`config.mk`:
```
export PLATFORM = sky130hd
export DESIGN_NAME = msnsig_div_cell
export DESIGN_NICKNAME = d
export VERILOG_FILES = /design/src/msnsig_pkg.sv /design/src/msnsig_div_cell.sv
export SDC_FILE = /design/constraint.sdc
export NUM_CORES = 1
export LEC_CHECK = 0
export BUFFER_PORTS_ARGS = -buffer_cell sky130_fd_sc_hd__buf_2
export CAP_MARGIN = 10
export CORE_MARGIN = 10
export CORE_UTILIZATION = 51
export CTS_CLUSTER_DIAMETER = 40
export DETAILED_ROUTE_END_ITERATION = 7
export GPL_ROUTABILITY_DRIVEN = 1
export GPL_TIMING_DRIVEN = 0
export PLACE_DENSITY = 0.83
export SKIP_CTS_REPAIR_TIMING = 1
export SLEW_MARGIN = 15
export SYNTH_ARGS = -nofsm -noshare
export SYNTH_HDL_FRONTEND = slang
export SYNTH_SLANG_ARGS = --single-unit
export TNS_END_PERCENT = 20
```
`constraint.sdc`:
```
create_clock -name clk -period 4.4 [get_ports clk]
set_clock_uncertainty 0.15 [all_clocks]
set_input_delay 0.44 -clock clk [delete_from_list [all_inputs] [get_ports clk]]
set_output_delay 0.44 -clock clk [all_outputs]
set_load 0.01 [all_outputs]
```
`src/msnsig_pkg.sv`:
```
package msnsig_pkg;

  localparam int REG_W = 16;
  localparam int K_W   = 10;
  localparam int IDX_W = 3;

  typedef enum logic [IDX_W-1:0] {
    REG_SIGMA_ALPHA = 3'd0,
    REG_SIGMA_MS    = 3'd1,
    REG_K1_SCALE    = 3'd2,
    REG_SIGMA_TOF   = 3'd3,
    REG_SIGMA_EMC   = 3'd4
  } reg_idx_t;

  localparam logic [REG_W-1:0] RST_SIGMA_ALPHA = 16'd750;
  localparam logic [REG_W-1:0] RST_SIGMA_MS    = 16'd570;
  localparam logic [K_W-1:0]   RST_K1_SCALE    = 10'd84;
  localparam logic [REG_W-1:0] RST_SIGMA_TOF   = 16'd140;
  localparam logic [REG_W-1:0] RST_SIGMA_EMC   = 16'd340;

  typedef struct packed {
    logic               mode;
    logic [9:0]         track_tag;
    logic signed [15:0] measured_mass_sq;
    logic [17:0]        flight_time_ps;
    logic [14:0]        momentum;
    logic [14:0]        hypothesis_mass_sq;
  } trk_t;

  typedef struct packed {
    logic [9:0]         track_tag_out;
    logic signed [15:0] n_sigma;
    logic               result_valid;
  } res_t;

  // Long-division cell: remainder, divisor and a numerator register that
  // takes in quotient bits at its low end as the numerator leaves its top.
  localparam int DIV_NW = 96;
  localparam int DIV_RW = 34;

  typedef struct packed {
    logic [DIV_RW-1:0] rem;
    logic [DIV_RW-1:0] den;
    logic [DIV_NW-1:0] num;
  } div_t;

  // Square-root cell: two radicand bits and one root bit per cell.
  localparam int SQ_VW = 64;
  localparam int SQ_RW = 34;
  localparam int SQ_QW = 32;

  typedef struct packed {
    logic [SQ_RW-1:0] rem;
    logic [SQ_QW-1:0] root;
    logic [SQ_VW-1:0] val;
  } sq_t;

  localparam int STEPS_A  = 48;
  localparam int STEPS_B  = 94;
  localparam int STEPS_SQ = SQ_QW;
  localparam int STEPS_Q  = 34;

  localparam int LAT = 2 + STEPS_A + 3 + STEPS_B + 3 + STEPS_SQ + 1 + STEPS_Q + 1;

  localparam logic [62:0] SAT_CAP = {1'b1, 62'd0};

endpackage

```
`src/msnsig_div_cell.sv`:
```
module msnsig_div_cell (
  input  logic              clk,
  input  logic              en,
  input  msnsig_pkg::div_t  cur,
  output msnsig_pkg::div_t  nxt
);
  import msnsig_pkg::*;

  logic [DIV_RW-1:0] trial;
  logic              ge;
  div_t              step;

  always_comb begin
    trial     = {cur.rem[DIV_RW-2:0], cur.num[DIV_NW-1]};
    ge        = (trial >= cur.den);
    step.den  = cur.den;
    step.rem  = ge ? (trial - cur.den) : trial;
    step.num  = {cur.num[DIV_NW-2:0], ge};
  end

  always_ff @(posedge clk) begin
    if (en) begin
      nxt <= step;
    end
  end

endmodule

```
==> summary.txt <==
Outcome
  • Status: finished clean

CTS
  • CTS Buf Count: 17
  • H-Tree Depth: 4
  • Clock root buffer: clkbuf_16
  • Clock sinks: 164
  • Clock Tree Buf Depth: 2
  • CTS tree: built
  • Clk slew on worst S/H paths: 0.07 ns

Yosys
  • Top cells by area, synth: edfxtp_1 66%, ha_1 5.7%, a21oi_1 3.3%
  • Seq/Total Area, Yosys: between 60% and 70%
  • Mean Syn Cell Area: 13.5 um^2
  • Yosys top cell area share: 65.7%
  • Syn. warnings: 0
  • Synth Cell Area: 7500 um^2
  • Synthesis-stage register bit count: 164
  • Post-synth cell types: 60
  • Syn_nets: 756
  • Synth area leader: edfxtp_1
  • Cells after synthesis: approximately 560
  • EDFF count, synth: 164
  • Async SR Flop Fraction: 0%
  • Top_reg_cell synth: edfxtp_1

Timing
  • Final Cycle Share: 72.6%
  • Setup violations, final: 0
  • Fmax: 0.313 GHz
  • RSZ-0062 raised after global routing: false
  • Max-slew violations: 0
  • Final hold vios: 0
  • Worst-Margin Slew: 0.590 ns
  • Post-Route Setup TNS: 0 ns
  • Fin worst setup slack: 1.21 ns
  • Crit path time final: 3.19 ns
  • Slew HR: between 50 and 60%

GRT
  • First-pass GRT wire length: between 30000 and 40000 um
  • Met1 usage: 24.7%
  • Number of global-route vias before repair: 5734
  • Top Usage Layer GRT: met2
  • Grt total ovfl: 0
  • GRT Total Usage: between 20% and 30%
  • M3 GR Usage: under 10%
  • Grt met2 use: between 40% and 50%
  • Largest net degree at the start of global routing: 88
  • Initial antenna violation count: 5

Floorplan
  • Height of the die: ~140 um
  • Core Box Area: 14500 um^2
  • I/O Pins: 330
  • Area of the die: 20000 um^2
  • Number of core rows: 44
  • Die Width: approximately 140 um
  • Starting Density: around 52%

Final layout
  • Largest register FFs: 164
  • Commonest cells after routing, fill and taps aside: 329 x buf_2, 164 x edfxtp_1, 49 x a21oi_1, 44 x nor2_1, 41 x inv_1
  • Most flops, register: nxt
  • Final Net Count: 1104
  • Largest regs: nxt x164
  • Fill cells: around 1000
  • Share of layout cells above drive strength 1: a little over two fifths
  • Area Overhead vs Synth: 33.5%
  • Most common cell after layout, fill and taps aside: buf_2
  • Fin area: 10000 um^2
  • Fin util: 69.1%

Placement
  • Post-DP HPWL: approximately 19000 um
  • PortBufs: 328
  • Final GP Congestion: 0.896
  • Placed Instance Area: between 9000 and 10000 um^2
  • Pre-CTS setup slack: 0.797 ns

Power and ir drop
  • Sw frac: 28.1%
  • Clock power frac: 34.8%
  • Sequential Power Share: 45.8%
  • Leak: 4.40 nW
  • Worst vdd ir: about 0.25 mV
  • Tot Pwr: 0.00421 W
  • Internal power: around 0.0030 W
  • Combinational power share: 19.4%
  • Power Density: between 400 and 500 nW/um^2
  • Sw Pwr: 0.00118 W

Setup path
  • Max Fanout on Critical Path: 4
  • CP max stage cell: a2111oi_2
  • Max incr delay on CP: 0.46 ns
  • Critical path class: in -> reg
  • Critical-path cell list: buf_2 -> inv_1 -> ha_1 -> inv_1 -> fa_1 -> a21oi_1 -> o211ai_1 -> a311o_1 -> a31oi_4 -> o41ai_4 -> a2111oi_2 -> xor2_1 -> a21oi_1
  • CP delay by family, top: compound AO/OA/AOI/OAI gates
  • Startpoint Class: input port
  • Critical Path Sink Type: flop
  • Worst Path Arrival: 3.20 ns
  • WP buf/inv: 3
  • Worst Path Required: 4.40 ns

Routing
  • Final wirelength: 23700 um
  • Vias: 5913
  • DRC errors left: 0
  • Post-route ant nets: 0
  • Vias per Instance: 5.36
  • WL/cell: 21.5 um
  • 1st-iter DRT viols: 386
  • TritonRoute pass-1 iters: 5

Flow run
  • # Max-Cap Violations: 0

Hold path
  • Worst hold start: cur[67]
  • Hold path cells: 1
  • Tightest Hold Check Type: in -> reg
  • Worst Hold Endpoint: nxt[68]
[layout make-up]
cell class | count | area [um^2] | share of cell area (%)
Buffer | 20 | 119 | 1.19
Timing Repair Buffer | 329 | 1680 | 16.8
Tap cell | 184 | 230 | 2.30
Inverter | 42 | 163 | 1.62
Antenna cell | 4 | 10.0 | 0.100
Sequential cell | 164 | 4920 | 49.2
Multi-Input combinational cell | 329 | 2290 | 22.9
Clock inverter | 15 | 166 | 1.66
Clock buffer | 17 | 425 | 4.25
[layer usage]
layer	routed length, um	vias to the layer above	part of all wire [%]
li1	-	2789	-
met1	8430	2798	36
met2	12400	285	52
met3	2450	35	10
met4	430	6	1.8
met5	31	-	0.13
[cells in the mapped netlist (6+ instances only)]
cell and number:
a21oi_1 49, o21ai_0 16, inv_1 41, a21oi_2 11
xor2_1 6, nor2_1 44, ha_1 34, o21ai_1 6
edfxtp_1 164, nor3_1 9, nand3_1 7, nand4_1 13
xnor2_1 23, a21o_1 12, nand2_1 25, clkbuf_1 10
[cell families (layout without fill, tap and decap cells)]
kind of cell / count (synthesis) / count (layout) / share of synthesized area (%)
other: 0 / 4 / 0
adders and majority gates: 35 / 35 / 5.94
buffers and inverters: 62 / 423 / 3.75
AOI/OAI and AO/OA: 133 / 133 / 12.2
DFF: 164 / 164 / 65.7
and+or+nand+nor: 126 / 126 / 8.12
xor gates and xnor gates: 29 / 29 / 3.39
muxes: 6 / 6 / 0.901
[through the flow]
step | instances | hold WS (ns)
after floorplan | 555 | 0.389
after global placement | 1067 | 0.466
after detailed placement | 1068 | 0.469
after CTS | 1100 | 0.0285
after global routing | 1100 | 0.0271
final | 1104 | 0.0434
[worst max path at each step]
stage | slack (ns) | startpoint | endpoint | cells after the start
floorplan | 1.29 | cur[95] | nxt[162] | 12
global placement | 0.77 | en | nxt[40] | 1
detailed placement | 0.80 | cur[95] | nxt[162] | 13
CTS | 1.23 | cur[95] | nxt[162] | 13
global route | 1.03 | cur[95] | nxt[162] | 13
finish | 1.21 | cur[95] | nxt[162] | 13
[power by group through the flow]
stage | combinational [W] | sequential, W | clock (W)
floorplan | 0.000358 | 0.00205 | 0
global placement | 0.000794 | 0.00196 | 0
detailed placement | 0.000813 | 0.00196 | 0
CTS | 0.000819 | 0.00193 | 0.00148
global route | 0.000884 | 0.00194 | 0.00154
finish | 0.000814 | 0.00193 | 0.00147
Power figures use the tool's default switching activity.
