`config.mk`:
```
export PLATFORM = sky130hd
export DESIGN_NAME = msnsig_sqrt_cell
export DESIGN_NICKNAME = d
export VERILOG_FILES = /design/src/msnsig_pkg.sv /design/src/msnsig_sqrt_cell.sv
export SDC_FILE = /design/constraint.sdc
export NUM_CORES = 1
export LEC_CHECK = 0
export BUFFER_PORTS_ARGS = -buffer_cell sky130_fd_sc_hd__buf_2
export CORE_MARGIN = 1
export CORE_UTILIZATION = 50
export DETAILED_ROUTE_END_ITERATION = 10
export GPL_ROUTABILITY_DRIVEN = 0
export GPL_TIMING_DRIVEN = 0
export PLACE_DENSITY = 0.79
export SLEW_MARGIN = 20
export SYNTH_ARGS = -nofsm -noshare
export SYNTH_HDL_FRONTEND = slang
export SYNTH_SLANG_ARGS = --single-unit
```
`constraint.sdc`:
```
create_clock -name clk -period 7.2 [get_ports clk]
set_input_delay 1.44 -clock clk [delete_from_list [all_inputs] [get_ports clk]]
set_output_delay 1.44 -clock clk [all_outputs]
set_load 0.03 [all_outputs]
```
`src/msnsig_pkg.sv`:
```
package msnsig_pkg;

  localparam int REG_W = 16;
  localparam int K_W   = 10;
  localparam int IDX_W = 3;

  typedef enum logic [IDX_W-1:0] {
    REG_SIGMA_ALPHA = 3'd0,
    REG_SIGMA_MS    = 3'd1,
    REG_K1_SCALE    = 3'd2,
    REG_SIGMA_TOF   = 3'd3,
    REG_SIGMA_EMC   = 3'd4
  } reg_idx_t;

  localparam logic [REG_W-1:0] RST_SIGMA_ALPHA = 16'd750;
  localparam logic [REG_W-1:0] RST_SIGMA_MS    = 16'd570;
  localparam logic [K_W-1:0]   RST_K1_SCALE    = 10'd84;
  localparam logic [REG_W-1:0] RST_SIGMA_TOF   = 16'd140;
  localparam logic [REG_W-1:0] RST_SIGMA_EMC   = 16'd340;

  typedef struct packed {
    logic               mode;
    logic [9:0]         track_tag;
    logic signed [15:0] measured_mass_sq;
    logic [17:0]        flight_time_ps;
    logic [14:0]        momentum;
    logic [14:0]        hypothesis_mass_sq;
  } trk_t;

  typedef struct packed {
    logic [9:0]         track_tag_out;
    logic signed [15:0] n_sigma;
    logic               result_valid;
  } res_t;

  // Long-division cell: remainder, divisor and a numerator register that
  // takes in quotient bits at its low end as the numerator leaves its top.
  localparam int DIV_NW = 96;
  localparam int DIV_RW = 34;

  typedef struct packed {
    logic [DIV_RW-1:0] rem;
    logic [DIV_RW-1:0] den;
    logic [DIV_NW-1:0] num;
  } div_t;

  // Square-root cell: two radicand bits and one root bit per cell.
  localparam int SQ_VW = 64;
  localparam int SQ_RW = 34;
  localparam int SQ_QW = 32;

  typedef struct packed {
    logic [SQ_RW-1:0] rem;
    logic [SQ_QW-1:0] root;
    logic [SQ_VW-1:0] val;
  } sq_t;

  localparam int STEPS_A  = 48;
  localparam int STEPS_B  = 94;
  localparam int STEPS_SQ = SQ_QW;
  localparam int STEPS_Q  = 34;

  localparam int LAT = 2 + STEPS_A + 3 + STEPS_B + 3 + STEPS_SQ + 1 + STEPS_Q + 1;

  localparam logic [62:0] SAT_CAP = {1'b1, 62'd0};

endpackage

```
`src/msnsig_sqrt_cell.sv`:
```
module msnsig_sqrt_cell (
  input  logic             clk,
  input  logic             en,
  input  msnsig_pkg::sq_t  cur,
  output msnsig_pkg::sq_t  nxt
);
  import msnsig_pkg::*;

  logic [SQ_RW+1:0] trem;
  logic [SQ_RW+1:0] trial;
  logic             ge;
  sq_t              step;

  always_comb begin
    trem      = {cur.rem, cur.val[SQ_VW-1 -: 2]};
    trial     = (SQ_RW+2)'({cur.root, 2'b01});
    ge        = (trem >= trial);
    // A kept remainder never exceeds twice the root, so it fits the field.
    step.rem  = ge ? SQ_RW'(trem - trial) : SQ_RW'(trem);
    step.root = {cur.root[SQ_QW-2:0], ge};
    step.val  = {cur.val[SQ_VW-3:0], 2'b00};
  end

  always_ff @(posedge clk) begin
    if (en) begin
      nxt <= step;
    end
  end

endmodule

```
==> results of run 1 <==
-- worst paths after layout --
kind                start           endpoint  slack (ps)  depth (start not counted)
setup / recovery  cur[71]  nxt[99]$_DFFE_PP_        3460                         12
hold / removal    cur[29]  nxt[31]$_DFFE_PP_        1190                          1
-- area by class of cell --
type                       count  area share [%]
clock buffer                  17            5.05
clock inverter                15            1.62
sequential                   128            45.6
multi-input combinational    321            26.3
inverter                      43            1.93
tap                          168            2.50
timing repair buffer         260            15.8
buffer                        16            1.13
-- power breakdown --
part / internal, mW / leakage (nW) / switching (mW) / total [mW]
clock network: 0.477 / 0.267 / 0.335 / 0.812
logic: 0.170 / 2.27 / 0.351 / 0.521
registers: 0.913 / 1.25 / 0.0178 / 0.930
-- cell usage in the layout (no fill, tap or decap), drive strengths merged, types with 2 or more instances in the layout --
cell type,n
nand2b,5
o41ai,3
clkinv,7
a211oi,2
buf,269
nand3,6
o21a,3
o221ai,2
xor2,13
a31oi,5
a31o,2
and3,5
mux2i,4
nand4,7
edfxtp,128
clkinvlp,4
and2,5
conb,2
o31a,2
o21ai,46
o211ai,3
inv,46
a21oi,28
ha,34
xnor2,14
a21o,20
a21boi,2
o31ai,5
nor3,10
nand2,58
clkbuf,24
nor2,18
-- per-stage QoR --
step	power (mW)	hold WS (ps)	instances	cell area, sq um	setup WS (ps)
6_report	2.26	1190	968	8420	3460
5_1_grt	2.34	1170	968	8420	3260
4_1_cts	2.27	1180	968	8420	3440
3_3_place_gp	1.45	1620	935	7830	3000
2_1_floorplan	1.29	1540	508	6320	3500
3_5_place_dp	1.46	1620	936	7860	3010
-- worst max-delay path: cells and delay by family --
family / cells / cell delay (ps)
buffers and inverters: 5 / 690
AO/OA/AOI/OAI: 6 / 1510
adder cells (fa/ha/maj): 1 / 270
-- routing by layer --
metal,track usage [%],up-vias
li1,-,2428
met1,27.1,2461
met2,47.3,252
met3,9.32,32
met4,10.2,0
met5,0,-
-- cells by family (layout without fill, tap and decap cells) --
family	after synthesis	count (layout)
other	1	2
AO/OA/AOI/OAI	133	133
AND/OR/NAND/NOR	120	120
XOR/XNOR	27	27
buffers and inverters	59	351
flip-flops	128	128
multiplexers	5	5
adder cells (fa/ha/maj)	34	34
==> metrics.yaml, run 1 <==
synth_ff_type: "edfxtp_1"
critPathRequiredTime_ps: 7350
rsz0062_at_grt: "no"
power_density_nw_per_um2: 269
drive_above_1_share_pct: 40.6
clk_pin_slew_ps: 60
synth_common_cells: "edfxtp_1, nand2_1, inv_1, o21ai_0, ha_1"
final.min_clock_period_ps: 3740
yosys_warnings: 0
wl_per_cell_um: 17.6
syn-instance-count: 507
p_leak_nw: 3.79
wl_mm: 17.0
io_pins: 262
synth.largest_area_cell: "edfxtp_1"
crit_type: "in2reg"
synth_top_area_share_pct: 60.9
fin_crit_sh_pct: 52.0
maxCapViolations: 0
wl_met1_mm: 6.26
synth_mux_area_share_pct: 0.872
regArea_sq_um: 3840
hold_buffers: 0
avgSynthCellArea_sq_um: 12.5
grt_pass1_wl_mm: 25.3
cp-start-kind: "input port"
n_antenna_cell: 0
crit_top_cell: "buf_2"
synthAdderAreaFrac_pct: 6.74
met2_length_mm: 8.89
synth_area_leaders: "edfxtp_1, ha_1, nand2_1, o21ai_0, inv_1"
ant_nets: 0
cts_tree: "built"
synth.most_common_cell: "edfxtp_1"
core_sq_um: 12200
synth-compound-area-share_pct: 14.8
slowest_delay_ps: 320
die-area_sq_um: 13100
grt_usage_pct: 25.9
vias: 5173
synthArstFlopShare_pct: 0
drcViolationCount: 0
hold_path_class: "in2reg"
postCtsResizedCells: 0
tightest_slew_ps: 595
firstDrtPassIters: 7
peakVddDrop_v: 0.000144
setup_viol_count_final: 0
fillCellCount: 843
top_regs: "nxt: 128 flops"
clockBufferDepth: 2
end_kind: "register"
postLayoutCoreUtil_pct: 69.2
post_cts_buffers: 0
largest_reg_flops: 128
dr.max_layer_used: "met4"
ys_ff_latch: 128
slowest_stage: "o41ai_2"
synthSimpleGateAreaFrac_pct: 8.88
grt_pass1_vias: 5041
antenna_found_initial: 0
yosysUniqueCellTypes: 62
grt_overflow: 0
initial_core_util_pct: 51.9
synth_edf_count: 128
die_x_um: 114
drt_iter0_drc: 309
status: "completed"
final_max_slew_viol_count: 0
nets: 953
clock.fmax_ghz: 0.267
cts-root-buf: "clkbuf_16"
syn2layout_area_growth_pct: 33.3
cp.arrival_ps: 3890
yosys.area_share.xor_xnor_pct: 3.74
dpl.hpwl_mm: 12.8
finalHoldViolCount: 0
rows: 40
synth_top_family_by_area: "compound AO/OA/AOI/OAI gates"
synth_area_sq_um: 6310
finalSetupTns_ps: 0
crit_chain: "buf_2 > inv_1 > ha_1 > buf_2 > a21o_1 > o41ai_2 > o211ai_1 > a211oi_1 > o21a_1 > buf_6 > buf_2 > o21ai_0"
largest_register: "nxt"
grt_max_degree: 87
multi_input_area_sq_um: 2220
viasPerCell: 5.34
synth_seq_area_share_pct: 60.9
cts_buffers: 17
cp_max_fo: 10
chipHeight_um: 114
met3_length_mm: 1.46
port-buffer-count: 259
clock_sinks: 128
h-tree-depth: 4
slew_headroom_pct: 59.9
Note: power is estimated with default switching activity, not from simulation.
==> run 2: changes to the inputs <==
--- a/config.mk
+++ b/config.mk
@@ -7,11 +7,11 @@
 export LEC_CHECK = 0
 export BUFFER_PORTS_ARGS = -buffer_cell sky130_fd_sc_hd__buf_2
 export CORE_MARGIN = 1
-export CORE_UTILIZATION = 50
+export CORE_UTILIZATION = 44
 export DETAILED_ROUTE_END_ITERATION = 10
 export GPL_ROUTABILITY_DRIVEN = 0
 export GPL_TIMING_DRIVEN = 0
-export PLACE_DENSITY = 0.79
+export PLACE_DENSITY = 0.73
 export SLEW_MARGIN = 20
 export SYNTH_ARGS = -nofsm -noshare
 export SYNTH_HDL_FRONTEND = slang
==> constraint.sdc (replaced) <==
create_clock -name clk -period 3 [get_ports clk]
set_input_delay 0.6 -clock clk [delete_from_list [all_inputs] [get_ports clk]]
set_output_delay 0.6 -clock clk [all_outputs]
set_load 0.03 [all_outputs]
==> metrics.yaml, run 2 (same netlist as run 1, synthesis figures left out) <==
end_kind: "register"
min_from: "cur[19]"
wl_mm: 16.3
wl_per_cell_um: 16.6
clock_sinks: 128
clockBufferDepth: 2
p_leak_nw: 3.79
slew_headroom_pct: 60.6
internal_power_mw: 3.73
die_x_um: 122
initial_core_util_pct: 45.3
switchingPower_mw: 1.63
grt_pass1_wl_mm: 24.3
finalSetupTns_ps: 0
viasPerCell: 5.17
nets: 955
grt_max_degree: 86
dp_cells: 948
critPathRequiredTime_ps: 3160
top_regs: "nxt: 128 flops"
ant_nets: 0
firstDrtPassIters: 5
grt_usage_pct: 21.9
power_frac_seq_pct: 41.7
final-instance-count-excl-fill: 981
die-area_sq_um: 14800
cts_tree: "built"
drt_iter0_drc: 379
grt_overflow: 0
peakVddDrop_v: 0.000325
rows: 43
clkPwrFrac_pct: 35.2
tightest_slew_ps: 584
dpl.hpwl_mm: 12.7
drive_above_1_share_pct: 40.6
h-tree-depth: 4
final_cell_mix: "buf_2, edfxtp_1, nand2_1, inv_1, o21ai_0"
pwr-share-comb_pct: 23.1
cts-root-buf: "clkbuf_16"
final_common_cell: "buf_2"
switching_share_pct: 30.4
cts_buffers: 17
n_antenna_cell: 0
grt_pass1_vias: 4861
fillCellCount: 1119
grt.met2_usage_pct: 37.1
clk_pin_slew_ps: 60
fin_crit_sh_pct: 95.0
io_pins: 262
power_density_nw_per_um2: 635
cp.arrival_ps: 3010
syn2layout_area_growth_pct: 33.7
cp-start-kind: "input port"
final.min_clock_period_ps: 2850
cp_max_fo: 10
largest_register: "nxt"
core_sq_um: 13900
hold_buffers: 0
grtUsageMet3_pct: 7.96
met1_usage_pct: 24.8
antenna_found_initial: 1
hold_path_class: "in2reg"
hold_depth: 1
setup_viol_count_final: 0
min_to: "nxt[21]$_DFFE_PP_"
chipHeight_um: 122
crit_type: "in2reg"
finalHoldViolCount: 0
status: "completed"
rsz0062_at_grt: "yes"
final_max_slew_viol_count: 0
grt.busiest_layer: "met2"
maxCapViolations: 0
port-buffer-count: 259
drcViolationCount: 0
largest_reg_flops: 128
clock.fmax_ghz: 0.351
vias: 5069
run 2: cell count changes in the layout (fill, tap and decap cells not counted):
cell,change
clkinv_2,-1
inv_6,-1
buf_2,-2
buf_4,+3
clkinv_1,+1
clkbuf_4,+2
clkinv_4,+1
clkinvlp_4,+1
clkbuf_2,-1
inv_8,-2
run 2: worst max-delay path, cell delays in order:
cell and delay [ps]:
buf_2 100, inv_1 40, ha_1 370, a21o_1 250, a221oi_1 320, o31a_1 240
o221ai_1 170, a211oi_1 210, o21a_1 170, buf_6 150, clkinv_2 90, mux2_4 300
run 2: repair_timing:
action                     CTS  global route
setup buffers                0             2
setup endpoints to repair    0            33
gates resized for setup      0             5
run 2: area by class of cell:
| class | count | area, sq um | share of cell area (%) |
|---|---|---|---|
| flip-flops and latches | 128 | 3840 | 45.5 |
| multi-input cells | 321 | 2220 | 26.3 |
| repair buffers | 262 | 1350 | 15.9 |
| clock buffers | 17 | 425 | 5.04 |
| well taps | 180 | 225 | 2.67 |
| inverters | 43 | 163 | 1.93 |
| clock inverters | 14 | 120 | 1.42 |
| plain buffers | 16 | 103 | 1.22 |
run 2: metrics by stage:
step	area (sq um)	setup slack [ps]	hold WS, ps	utilization, %	power (mW)
floorplan	6320	141	699	-	3.09
global placement	7840	-348	777	56.3	3.48
detailed placement	7870	-414	779	56.5	3.50
CTS	8420	24.9	337	60.4	5.40
global route	8440	-0.598	336	60.6	5.57
finish	8440	151	356	60.6	5.36
run 2: power by group through the flow:
| stage | clock, mW | combinational (mW) | sequential (mW) |
|---|---|---|---|
| 2_1_floorplan | 0 | 0.440 | 2.65 |
| 3_3_place_gp | 0 | 1.21 | 2.27 |
| 3_5_place_dp | 0 | 1.23 | 2.27 |
| 4_1_cts | 1.92 | 1.24 | 2.24 |
| 5_1_grt | 1.99 | 1.33 | 2.25 |
| 6_report | 1.89 | 1.24 | 2.23 |
run 2: worst max path at each step:
stage / from / slack [ps] / depth (start not counted) / endpoint
2_1_floorplan: cur[73] / 140 / 10 / nxt[123]$_DFFE_PP_
3_3_place_gp: cur[71] / -350 / 12 / nxt[128]$_DFFE_PP_
3_5_place_dp: cur[71] / -410 / 12 / nxt[121]$_DFFE_PP_
4_1_cts: cur[71] / 20 / 12 / nxt[121]$_DFFE_PP_
5_1_grt: cur[79] / -0.6 / 13 / nxt[129]$_DFFE_PP_
6_report: cur[79] / 150 / 12 / nxt[123]$_DFFE_PP_
run 2: layer usage:
metal | share of wire (%) | wire length [um]
met5 | 0.080 | 13
met4 | 2.2 | 355
met3 | 9.2 | 1510
met2 | 50 | 8130
met1 | 39 | 6310
==> run 3: changes to the inputs <==
--- a/config.mk
+++ b/config.mk
@@ -12,6 +12,7 @@
 export GPL_ROUTABILITY_DRIVEN = 0
 export GPL_TIMING_DRIVEN = 0
 export PLACE_DENSITY = 0.73
+export REMOVE_ABC_BUFFERS = 1
 export SLEW_MARGIN = 20
 export SYNTH_ARGS = -nofsm -noshare
 export SYNTH_HDL_FRONTEND = slang
==> metrics.yaml, run 3 (same netlist as run 1, synthesis figures left out) <==
status: "completed"
slew_headroom_pct: 61.2
clockBufferDepth: 2
rows: 43
cp-start-kind: "input port"
grt_pass1_wl_mm: 25.0
antenna_found_initial: 3
largest_reg_flops: 128
initial_core_util_pct: 45.3
hold_path_class: "in2reg"
drcViolationCount: 0
fin_crit_sh_pct: 97.4
finalHoldViolCount: 0
switchingPower_mw: 1.68
h-tree-depth: 4
internal_power_mw: 3.75
wl_per_cell_um: 17.2
nets: 943
syn2layout_area_growth_pct: 33.5
clkPwrFrac_pct: 36.0
top_regs: "nxt: 128 flops"
end_kind: "register"
dp_cells: 933
maxCapViolations: 0
hold_depth: 1
final_common_cell: "buf_2"
final_max_slew_viol_count: 0
rsz0062_at_grt: "yes"
power_frac_seq_pct: 41.0
cts_tree: "built"
ant_nets: 0
largest_register: "nxt"
dpl.hpwl_mm: 12.6
final-instance-count-excl-fill: 971
die-area_sq_um: 14800
drt_iter0_drc: 252
min_to: "nxt[15]$_DFFE_PP_"
hold_buffers: 0
tightest_slew_ps: 575
viasPerCell: 5.20
grt_pass1_vias: 4831
core_sq_um: 13900
switching_share_pct: 31.0
p_leak_nw: 3.77
pwr-share-comb_pct: 22.9
min_from: "cur[13]"
fin_hold_ws_ps: 349
setup_viol_count_final: 0
cts-root-buf: "clkbuf_16"
peakVddDrop_v: 0.000308
grt_overflow: 0
port-buffer-count: 259
vias: 5045
cp.arrival_ps: 3090
fillCellCount: 1143
power_density_nw_per_um2: 644
crit_type: "in2reg"
cts_buffers: 17
io_pins: 262
grt_usage_pct: 22.6
power_mw: 5.43
critPathRequiredTime_ps: 3160
grt_max_degree: 87
clk_pin_slew_ps: 60
drive_above_1_share_pct: 40.8
wl_mm: 16.7
firstDrtPassIters: 5
postLayoutCoreUtil_pct: 60.5
final.min_clock_period_ps: 2920
final_cell_mix: "buf_2, edfxtp_1, nand2_1, inv_1, o21ai_0"
clock.fmax_ghz: 0.342
chipHeight_um: 122
cp_max_fo: 10
clock_sinks: 128
die_x_um: 122
## run 3: cell count changes in the layout (fill, tap and decap cells not counted), moves of 2 or more
cell,change
clkinv_1,-2
buf_2,-4
clkinv_4,+3
clkinvlp_4,-2
clkbuf_1,-3
clkbuf_4,-2
inv_8,+2
## run 3: final cells by class
class	count	area [sq um]	area share, %
antenna	1	2.50	0.0297
multi-input combinational	322	2240	26.6
inverter	43	163	1.93
tap	180	225	2.67
clock buffer	18	429	5.09
sequential	128	3840	45.6
timing repair buffer	265	1390	16.5
clock inverter	14	138	1.63
## run 3: worst max-delay path: stages
cell,delay (ps)
buf_2,110
inv_1,50
ha_1,350
nor2b_1,180
o31a_1,300
o21ai_0,200
o211ai_1,210
a211oi_2,380
o21a_4,290
clkinv_2,110
mux2_4,310
## run 3: repair_timing
item / CTS / global route
buffers inserted: 1 / 3
setup endpoints to repair: 35 / 21
gates cloned: 1 / 0
gates resized for setup: 2 / 1
pin swaps: 2 / 0
## run 3: worst max path at each step
stage                 start                  to  slack [ps]  cells after the start
global placement    cur[71]  nxt[123]$_DFFE_PP_       -1890                     10
global route        cur[64]  nxt[123]$_DFFE_PP_          -1                     11
floorplan           cur[71]  nxt[123]$_DFFE_PP_        -840                      9
detailed placement  cur[64]  nxt[123]$_DFFE_PP_        -830                     11
CTS                 cur[64]  nxt[123]$_DFFE_PP_          20                     11
finish              cur[64]  nxt[123]$_DFFE_PP_          80                     11
## run 3: through the flow
stage | setup slack [ps] | TNS (ps) | area (sq um)
after global routing | -1.25 | -1.50 | 8430
after global placement | -1890 | -55630 | 7740
after CTS | 20.1 | 0 | 8400
final | 76.9 | 0 | 8430
after detailed placement | -834 | -21510 | 7810
after floorplan | -844 | -19520 | 6220
## run 3: metal layers
| metal | wire length (um) | global-route usage, % |
|---|---|---|
| met5 | 22 | 0 |
| met4 | 327 | 8.64 |
| met3 | 1600 | 8.43 |
| met2 | 8350 | 38.8 |
| met1 | 6410 | 25.4 |
## run 3: power by group through the flow
stage,Combinational (mW),Sequential (mW),Clock (mW)
after detailed placement,1.23,2.27,0
final,1.25,2.23,1.96
after floorplan,0.429,2.65,0
after CTS,1.24,2.23,2.00
after global placement,1.19,2.27,0
after global routing,1.34,2.25,2.06
